File: src/kvc_pkg.sv
// shared types and constants for the lru key-value cache
`default_nettype none

package kvc_pkg;

   localparam int ENTRIES = 16;
   localparam int IDX_W   = $clog2(ENTRIES);
   localparam int CNT_W   = $clog2(ENTRIES + 1);
   localparam int CAP_W   = 5;
   localparam int CMP_W   = (CNT_W > CAP_W) ? CNT_W : CAP_W;
   localparam int DATA_W  = 32;

   localparam logic [CAP_W-1:0]  CAP_RESET  = CAP_W'(16);
   localparam logic [DATA_W-1:0] MISS_VALUE = '1;

   typedef enum logic {
      CMD_SET = 1'b0,
      CMD_GET = 1'b1
   } cmd_type;

   typedef struct packed {
      cmd_type           command;
      logic [DATA_W-1:0] key;
      logic [DATA_W-1:0] value;
   } req_type;

   typedef struct packed {
      logic              hit;
      logic [DATA_W-1:0] value;
   } rsp_type;

   typedef struct packed {
      logic [ENTRIES-1:0] valid;
      logic [CNT_W-1:0]   count;
   } status_type;

endpackage

`default_nettype wire

File: src/kvc_store.sv
// entry storage, parallel key match and recency ranking with replacement
`default_nettype none

module kvc_store import kvc_pkg::*; (
   input  logic             clock,
   input  logic             reset,
   input  logic             fire,
   input  req_type          req,
   input  logic [CMP_W-1:0] cap_eff,
   output rsp_type          lookup,
   output status_type       status
);

   logic [DATA_W-1:0] key_ff   [ENTRIES];
   logic [DATA_W-1:0] value_ff [ENTRIES];
   logic [IDX_W-1:0]  rank_ff  [ENTRIES];
   logic [IDX_W-1:0]  rank_in  [ENTRIES];
   logic [ENTRIES-1:0] valid_ff, valid_in;
   logic [CNT_W-1:0]  count_ff, count_in;

   logic [ENTRIES-1:0] match;
   logic               hit;
   logic [IDX_W-1:0]   hit_idx, vic_idx, free_idx, slot, old_rank, last_rank;
   logic               is_set, is_full, evict, insert, update;

   assign last_rank = IDX_W'(count_ff - CNT_W'(1));

   // key match, victim and free slot
   always_comb begin
      hit_idx  = '0;
      vic_idx  = '0;
      free_idx = '0;
      for (int i = 0; i < ENTRIES; i++) begin
         match[i] = valid_ff[i] && (key_ff[i] == req.key);
         if (match[i]) hit_idx = hit_idx | IDX_W'(i);
         if (valid_ff[i] && (rank_ff[i] == last_rank)) vic_idx = vic_idx | IDX_W'(i);
      end
      for (int i = ENTRIES - 1; i >= 0; i--) begin
         if (!valid_ff[i]) free_idx = IDX_W'(i);
      end
      hit = |match;
   end

   assign is_set  = (req.command == CMD_SET);
   assign is_full = (CMP_W'(count_ff) >= cap_eff);
   assign evict   = is_set && !hit && is_full;
   assign insert  = is_set && !hit && !is_full;
   assign update  = fire && (is_set || hit);
   assign slot     = hit ? hit_idx : (evict ? vic_idx : free_idx);
   assign old_rank = hit ? rank_ff[hit_idx] : last_rank;

   // recency update: entries more recent than the touched one age by one
   always_comb begin
      valid_in = valid_ff;
      count_in = count_ff;
      for (int i = 0; i < ENTRIES; i++) rank_in[i] = rank_ff[i];
      if (update) begin
         for (int i = 0; i < ENTRIES; i++) begin
            if (IDX_W'(i) == slot) begin
               rank_in[i] = '0;
            end else if (valid_ff[i] && (insert || (rank_ff[i] < old_rank))) begin
               rank_in[i] = rank_ff[i] + IDX_W'(1);
            end
         end
         if (insert) begin
            valid_in[slot] = 1'b1;
            count_in       = count_ff + CNT_W'(1);
         end
      end
   end

   always_ff @(posedge clock) begin
      if (reset) begin
         valid_ff <= '0;
         count_ff <= '0;
         for (int i = 0; i < ENTRIES; i++) rank_ff[i] <= '0;
      end else begin
         valid_ff <= valid_in;
         count_ff <= count_in;
         for (int i = 0; i < ENTRIES; i++) rank_ff[i] <= rank_in[i];
      end
   end

   always_ff @(posedge clock) begin
      if (update && is_set) begin
         value_ff[slot] <= req.value;
         if (!hit) key_ff[slot] <= req.key;
      end
   end

   assign lookup.hit   = hit;
   assign lookup.value = hit ? value_ff[hit_idx] : MISS_VALUE;
   assign status.valid = valid_ff;
   assign status.count = count_ff;

endmodule

`default_nettype wire

File: src/lru_key_value_cache.sv
// Fully associative 16-entry key-value cache with least-recently-used replacement.
// Takes one request per cycle unless a get stalls. A request is held in an input
// register, where all keys are matched in parallel; the recency ranks are updated
// in a single pass as the request leaves it. A get's result is loaded into the
// output register as the get leaves. A set in the input register never stalls and
// gives no result; a get waits in the input register only while the previous
// result has not been taken, and any request behind it waits too. The user must
// write capacity through the csr port only while the cache is idle; the block
// does not enforce this. Zero is treated as one and values above 16 as 16.
`default_nettype none

module lru_key_value_cache import kvc_pkg::*; (
   input  logic                     clock,
   input  logic                     reset,
   input  logic                     req_valid,
   output logic                     req_ready,
   input  logic                     req_command,
   input  logic signed [DATA_W-1:0] req_key,
   input  logic signed [DATA_W-1:0] req_value,
   output logic                     rsp_valid,
   input  logic                     rsp_ready,
   output logic                     rsp_hit,
   output logic signed [DATA_W-1:0] rsp_value_res,
   input  logic                     csr_write_enable,
   input  logic [CAP_W-1:0]         csr_write_data
);

   logic             in_valid_ff, in_valid_in;
   req_type          req_ff, req_in;
   logic             rsp_valid_ff, rsp_valid_in;
   rsp_type          rsp_ff, rsp_in;
   logic [CAP_W-1:0] cap_ff, cap_in;
   logic [CMP_W-1:0] cap_eff;
   logic             fire, req_xfer, rsp_load;
   rsp_type          lookup;
   status_type       status;

   always_comb begin
      if (cap_ff == '0) begin
         cap_eff = CMP_W'(1);
      end else if (CMP_W'(cap_ff) > CMP_W'(ENTRIES)) begin
         cap_eff = CMP_W'(ENTRIES);
      end else begin
         cap_eff = CMP_W'(cap_ff);
      end
   end

   assign fire      = in_valid_ff && ((req_ff.command == CMD_SET) || !rsp_valid_ff || rsp_ready);
   assign req_ready = !in_valid_ff || fire;
   assign req_xfer  = req_valid && req_ready;
   assign rsp_load  = fire && (req_ff.command == CMD_GET);

   always_comb begin
      cap_in       = csr_write_enable ? csr_write_data : cap_ff;
      in_valid_in  = req_xfer ? 1'b1 : (fire ? 1'b0 : in_valid_ff);
      req_in       = req_ff;
      if (req_xfer) begin
         req_in.command = cmd_type'(req_command);
         req_in.key     = req_key;
         req_in.value   = req_value;
      end
      rsp_valid_in = rsp_load ? 1'b1 : (rsp_ready ? 1'b0 : rsp_valid_ff);
      rsp_in       = rsp_load ? lookup : rsp_ff;
   end

   always_ff @(posedge clock) begin
      if (reset) begin
         cap_ff       <= CAP_RESET;
         in_valid_ff  <= 1'b0;
         rsp_valid_ff <= 1'b0;
      end else begin
         cap_ff       <= cap_in;
         in_valid_ff  <= in_valid_in;
         rsp_valid_ff <= rsp_valid_in;
      end
   end

   always_ff @(posedge clock) begin
      req_ff <= req_in;
      rsp_ff <= rsp_in;
   end

   kvc_store u_store (
      .clock   (clock),
      .reset   (reset),
      .fire    (fire),
      .req     (req_ff),
      .cap_eff (cap_eff),
      .lookup  (lookup),
      .status  (status)
   );

   assign rsp_valid     = rsp_valid_ff;
   assign rsp_hit       = rsp_ff.hit;
   assign rsp_value_res = rsp_ff.value;

   // occupancy count tracks the valid bits
   assert property (@(posedge clock) disable iff (reset)
      $countones(status.valid) == int'(status.count))
      else $error("occupancy count out of step with valid bits");

   // only a get facing a full output register stalls the input
   assert property (@(posedge clock) disable iff (reset)
      !req_ready |-> (in_valid_ff && (req_ff.command == CMD_GET) && rsp_valid_ff && !rsp_ready))
      else $error("input stalled without a pending get");

   // a miss always returns all ones
   assert property (@(posedge clock) disable iff (reset)
      (rsp_valid && !rsp_hit) |-> (rsp_value_res == MISS_VALUE))
      else $error("miss result carries a value");

endmodule

`default_nettype wire
File: config.mk
export PLATFORM = sky130hd
export DESIGN_NAME = lru_key_value_cache
export DESIGN_NICKNAME = d
export VERILOG_FILES = /design/src/kvc_pkg.sv /design/src/kvc_store.sv /design/src/lru_key_value_cache.sv
export SDC_FILE = /design/constraint.sdc
export NUM_CORES = 2
export LEC_CHECK = 0
export BUFFER_PORTS_ARGS = -buffer_cell sky130_fd_sc_hd__buf_2
export CAP_MARGIN = 25
export CORE_ASPECT_RATIO = 1.25
export CORE_MARGIN = 2
export CORE_UTILIZATION = 60
export CTS_CLUSTER_DIAMETER = 40
export DETAILED_ROUTE_END_ITERATION = 10
export PLACE_DENSITY = 0.87
export SKIP_CTS_REPAIR_TIMING = 1
export SLEW_MARGIN = 40
export SYNTH_ARGS = -nofsm -noshare
export SYNTH_HDL_FRONTEND = slang
export SYNTH_SLANG_ARGS = --single-unit
File: constraint.sdc
create_clock -name clock -period 7.35 [get_ports clock]
set_input_delay 0 -clock clock [delete_from_list [all_inputs] [get_ports clock]]
set_output_delay 0 -clock clock [all_outputs]
set_load 0.05 [all_outputs]
Word level (Yosys, flattened, before mapping)

Memory sizes are Yosys's and may differ from the RTL's. A register that Yosys moved wholly into a read port is not among the register bits.
Index checks and enable logic that the tools add are counted.

Memories: 3
Input bits: 75
Output and inout bits: 35
Bits in registers: 94
Logic and storage cells: 315
Bits in writable memories: 1,088

Bitwise gates (word level): 18
Equal/unequal tests: 46
Add/sub/neg operators: 18
Reduce and logical (&&, ||, !) cells: 87
Multiplexer cells: 114
$lt $le $gt $ge: 20

Memory list:

| memory           | words | width | read ports | clocked after memory_dff | wr ports | line            | source |
|---|---|---|---|---|---|---|---|
| u_store.key_ff   | 16    | 32    | 16         | 0                        | 1        | kvc_store.sv:14 | `logic [DATA_W-1:0] key_ff [ENTRIES];` |
| u_store.value_ff | 16    | 32    | 1          | 1                        | 1        | kvc_store.sv:15 | `logic [DATA_W-1:0] value_ff [ENTRIES];` |
| u_store.rank_ff  | 16    | 4     | 17         | 0                        | 16       | kvc_store.sv:16 | `logic [IDX_W-1:0] rank_ff [ENTRIES];` |

Operators with widths:

| cell                                                                         | count |
|---|---|
| 32-bit == test                                                               | 16 |
| 4-bit 2-to-1 mux                                                             | 83 |
| 4-bit by 1-bit adder with 4-bit output, second input constant                | 16 |
| 4-bit less-than comparator                                                   | 16 |
| 64-bit 2-to-1 mux                                                            | 1 |
| 4-bit == test                                                                | 15 |
| 1-bit logical AND                                                            | 56 |
| 4-bit == test, first input constant                                          | 8 |
| 3-bit 2-to-1 mux                                                             | 8 |
| 1-bit logical OR                                                             | 20 |
| 3-bit by 4-bit == test with 1-bit output, first input constant               | 4 |
| 1-bit bitwise OR                                                             | 16 |
| 16-bit bitwise OR                                                            | 1 |
| 16-bit OR reduction                                                          | 1 |
| 1-bit 2-to-1 mux                                                             | 15 |
| 5-bit 2-to-1 mux                                                             | 2 |
| 2-bit by 4-bit == test with 1-bit output, first input constant               | 2 |
| 2-bit 2-to-1 mux                                                             | 4 |
| 5-bit by 1-bit adder with 5-bit output, second input constant                | 1 |
| 5-bit greater-or-equal comparator                                            | 1 |
| 5-bit > comparator, second input constant                                    | 1 |
| 1-bit zero test                                                              | 5 |
| 5-bit zero test                                                              | 1 |
| 4-bit by 5-bit less-than comparator with 1-bit output, second input constant | 1 |
| 8 further kinds                                                              | 9 |

Depth between registers and ports, before layout

An unclocked memory read counts as a cell.

Depth after elaboration: 27
Depth in mapped cells: 27
Mapped depth without buffers: 21

Cells and area by module

Synthesis repeated with hierarchy kept, for this count alone.

Cells, all modules: 3,954
Area total of the unflattened synthesis: 54,487.3 um^2

By module, submodules not included:

| module              | cells each | instances | area each (um^2) | sequential area each (um^2) |
|---|---|---|---|---|
| kvc_store           | 3,821      | 1         | 51,235.4         | 32,451.1 |
| lru_key_value_cache | 133        | 1         | 3,251.9          | 3,083.0 |

Worst setup path after synthesis

No wires, ideal clock.

Kind: reg-to-reg
Start: reg u_store.count_ff[0]
End: mem u_store.value_ff[12][0] (enable)
Data required time: 6.889 ns
Path buffers: 3
Arrival time: 5.865 ns
Period minus slack after synthesis: 6.326 ns
Stages on the path, launching flop included: 15
Path slack: 1.024 ns
Cells stage by stage: dfxtp_1 > buf_2 > buf_1 > inv_1 > ha_1 > clkbuf_1 > xnor2_1 > nor3_1 > and3_1 > a2111oi_0 > nand3_1 > or4_4 > a31oi_4 > nand2_1 > nor3_1

Word-level cells in the longest chain between the ends: 20

Ends and longest elaborated chain:

| what                                          | line            | source |
|---|---|---|
| from (decl)                                   | kvc_store.sv:19 | `logic [CNT_W-1:0] count_ff, count_in;` |
| from (signal assigned)                        | kvc_store.sv:79 | `count_ff <= count_in;` |
| 4-bit by 1-bit subtractor with 4-bit output * | kvc_store.sv:26 | `assign last_rank = IDX_W'(count_ff - CNT_W'(1));` |
| net u_store.last_rank[0]                      | kvc_store.sv:23 | `logic [IDX_W-1:0] hit_idx, vic_idx, free_idx, slot, old_rank, last_rank;` |
| 4-bit == test                                 | kvc_store.sv:36 | `if (valid_ff[i] && (rank_ff[i] == last_rank)) vic_idx = vic_idx \| IDX_W'(i);` |
| 1-bit logical AND                             | kvc_store.sv:36 |  |
| 1-bit 2-to-1 mux                              | kvc_store.sv:36 |  |
| 2-bit 2-to-1 mux (2 in series)                | kvc_store.sv:36 |  |
| 3-bit 2-to-1 mux (4 in series)                | kvc_store.sv:36 |  |
| 4-bit 2-to-1 mux (7 in series)                | kvc_store.sv:36 |  |
| 4-bit 2-to-1 mux *                            | kvc_store.sv:36 |  |
| 4-bit 2-to-1 mux * (2 in series)              | kvc_store.sv:49 | `assign slot = hit ? hit_idx : (evict ? vic_idx : free_idx);` |
| to (decl)                                     | kvc_store.sv:15 |  |

Mark *: on every way through the listed nets, which the timed path passes. The rest lies on a longest branch.

==> flow_summary.ini <==
[floorplanning]
die_area_mm2 = 0.0938
die_y_um = 342
io_pins = 110
die_x_um = 274
row_count = 123
start_util_pct = 60.7
core_mm2 = 0.0903

[timing]
hold_slack_ns = -0.00525
worst_slack_ns = 0.924
worst_slew_pin_slew_ns = 0.876
setup_viol = 0
finalHoldViolCount = 2
skew_ns = 0.0666
fin_crit_sh_pct = 87.4
clock.fmax_mhz = 156
tns_ns = 0
period_needed_ns = 6.43
rsz0062_at_grt = no
drv_slew = 0
relSlewSlack_pct = 41.6

[setup_path]
cp.required_ns = 8.03
cp.depth = 18
path_max_fanout = 46
rr_worst_depth = 18
cp_slowest_cell = edfxtp_1
crit_arrival_ns = 7.10
cp-end-kind = flip-flop
worstPathBufferInverterCount = 2
start_kind = flip-flop
crit_type = flip-flop to flip-flop
critPathTopFamily = simple AND/OR/NAND/NOR gates
cpPeakStageDelay_ns = 0.86
crit_chain = xor2_1, nor4_1, nand3_1, or3_1, nand4_1, nor2_4, buf_4, nand2_1, nand3_1, a31oi_1, o21ai_0, a21oi_2, buf_4, ha_1, a2111oi_0, a211oi_2, or4_1, a31oi_1

[logic_synthesis]
yosys.area.top_type = edfxtp_1
yosysMostFrequentCell = edfxtp_1
synth_edf_count = 1122
synthAdderAreaFrac_pct = 1.62
synthMuxAreaShare_pct = 2.77
synth.top_cell.area_share_pct = 61.5
synthTopCellsByArea = edfxtp_1, xor2_1, a211oi_1, dfxtp_1, mux2i_1
yosys_warnings = 0
synth_top_flop_cell = edfxtp_1
synthArstFlopShare_pct = 0
netlist_area_mm2 = 0.0548
synth_compound_area_share_pct = 8.61
synth_top_family_by_area = simple AND/OR/NAND/NOR gates
ys_seq_elements = 1214
synthXorXnorAreaFrac_pct = 9.31
syn_inst = 3980
synth.distinct_cells = 92
synthSimpleGateAreaFrac_pct = 10.4
syn_avg_cell_area_um2 = 13.8
synth_seq_area_share_pct = 64.8
synthesis.nets = 4126
yosys-top-cells-count = edfxtp_1, xor2_1, a211oi_1

[cts]
clock_latency_ns = 0.77
cts_tree = done
cts_buffer_depth = 3
clk_pin_slew_worst_paths_ns = 0.06
cts_sinks = 1214
root_buffer = clkbuf_16
htreeDepth = 4
cts_made_buffers = 138

[global_routing]
grt_use_total_pct = 33.1
grt_max_degree = 94
grt_pass1_wl_mm = 230
first_global_vias = 37200
grt-ovfl-total = 0
antenna_found_initial = 2

[power]
p_per_area_mw_per_mm2 = 241
ir_drop_mv = 0.262
power_mw = 15.2
leakage_nw = 20.6

[final_layout]
fin_nets = 4427
finalInstanceArea_mm2 = 0.0632
area_growth_pct = 15.3
drive_above_1_share_pct = 13.3
fin_util_pct = 70.0
n_fill_cell = 5428

[drt]
drc = 0
vias = 38500
ant_nets = 0
wl_per_cell_um = 29.0
viasPerCell = 6.89
firstDrtPassIters = 9
totalWireLength_mm = 162
drt_iter0_drc = 5649

[hold_path]
min_path_type = primary input to flip-flop
hold_depth = 2

[status]
violations = hold timing
status = finished with violations

[place]
placed_area_mm2 = 0.0574
place_ws_ns = 1.26
port_buffers = 109
gp_congestion = 1.05
place_hpwl_mm = 93.6

[job]
maxCapViolCount = 0
kinds of logic after synthesis:
kind of cell,Yosys count
adder cells (fa/ha/maj),71
XOR/XNOR,576
AND/OR/NAND/NOR,1014
buffers and inverters,284
multiplexers,151
AO/OA/AOI/OAI,670
flip-flops,1214
per-stage QoR:
step           hold slack (ns)  cells
2_1_floorplan           0.0989   3980
3_3_place_gp             0.176   5191
3_5_place_dp             0.178   5201
4_1_cts                 -0.617   5453
5_1_grt               0.000295   5580
6_report              -0.00525   5581
state kept, by name, summed over array words and instances (netlist names):
| signal | count |
|---|---|
| u_store.key_ff | 512 |
| rsp_valid | 1 |
| u_store.count_ff | 5 |
| u_store.value_ff | 512 |
| in_valid_ff | 1 |
| u_store.valid_ff | 16 |
| req_ff | 65 |
| u_store.rank_ff | 64 |
| rsp_value_res | 32 |
| cap_ff | 5 |
| rsp_hit | 1 |
cells in the final DEF, fill, tap and decap left out, types with 59 or more instances in the layout:
master | Yosys | routed
edfxtp_1 | 1122 | 1122
xor2_1 | 413 | 413
a211oi_1 | 271 | 271
nor4_1 | 202 | 201
xnor2_1 | 158 | 158
a21oi_1 | 149 | 148
buf_4 | 24 | 148
mux2i_1 | 147 | 147
clkbuf_16 | 0 | 140
and2_1 | 139 | 139
nand2_1 | 132 | 132
dlygate4sd3_1 | 0 | 126
nand4_1 | 109 | 109
buf_2 | 56 | 108
nor2_1 | 126 | 104
dfxtp_1 | 92 | 92
nand3_1 | 79 | 78
ha_1 | 71 | 71
nor3_1 | 69 | 59
worst reg2reg max path: cells and delay by family, from the launching register on:
family	cells	cell delay [ns]
XOR/XNOR	1	0.54
adder cells (fa/ha/maj)	1	0.19
AO/OA/AOI/OAI	6	1.54
flip-flops	1	0.86
buffers and inverters	2	0.87
AND/OR/NAND/NOR	8	2.33
metal layers:
metal / vias up / track usage, % / part of all wire, %
met5: - / 0 / 0
met4: 0 / 21.6 / 7.6
met3: 784 / 6.78 / 11
met2: 3155 / 54.4 / 48
met1: 18500 / 39.7 / 34
li1: 16000 / - / -
cell type report:
type                       count  area [µm²]  area share, %
tap                         1187        1490           2.35
multi-input combinational   2482       18200           28.8
antenna                        1        2.50        0.00396
inverter                      41         154          0.243
clock inverter                81         898           1.42
sequential                  1214       35500           56.2
clock buffer                 171        3670           5.80
timing repair buffer         404        3300           5.22
path summary, 6_finish.rpt:
path / start / endpoint / slack (ns)
max: req_ff[33] / u_store.rank_ff[15][3] / 0.92
min: req_value[4] / req_ff[4] / -0.005
max reg2reg: req_ff[33] / u_store.rank_ff[15][3] / 0.92
min reg2reg: u_store.count_ff[4] / u_store.count_ff[4] / 0.53
report_power, final:
group	internal, mW	total, mW	switching (mW)	leakage [nW]
combinational	0.240	0.692	0.452	7.59
sequential	7.60	7.70	0.101	10.8
clock	3.88	6.86	2.97	2.21
Power figures use the tool's default switching activity.
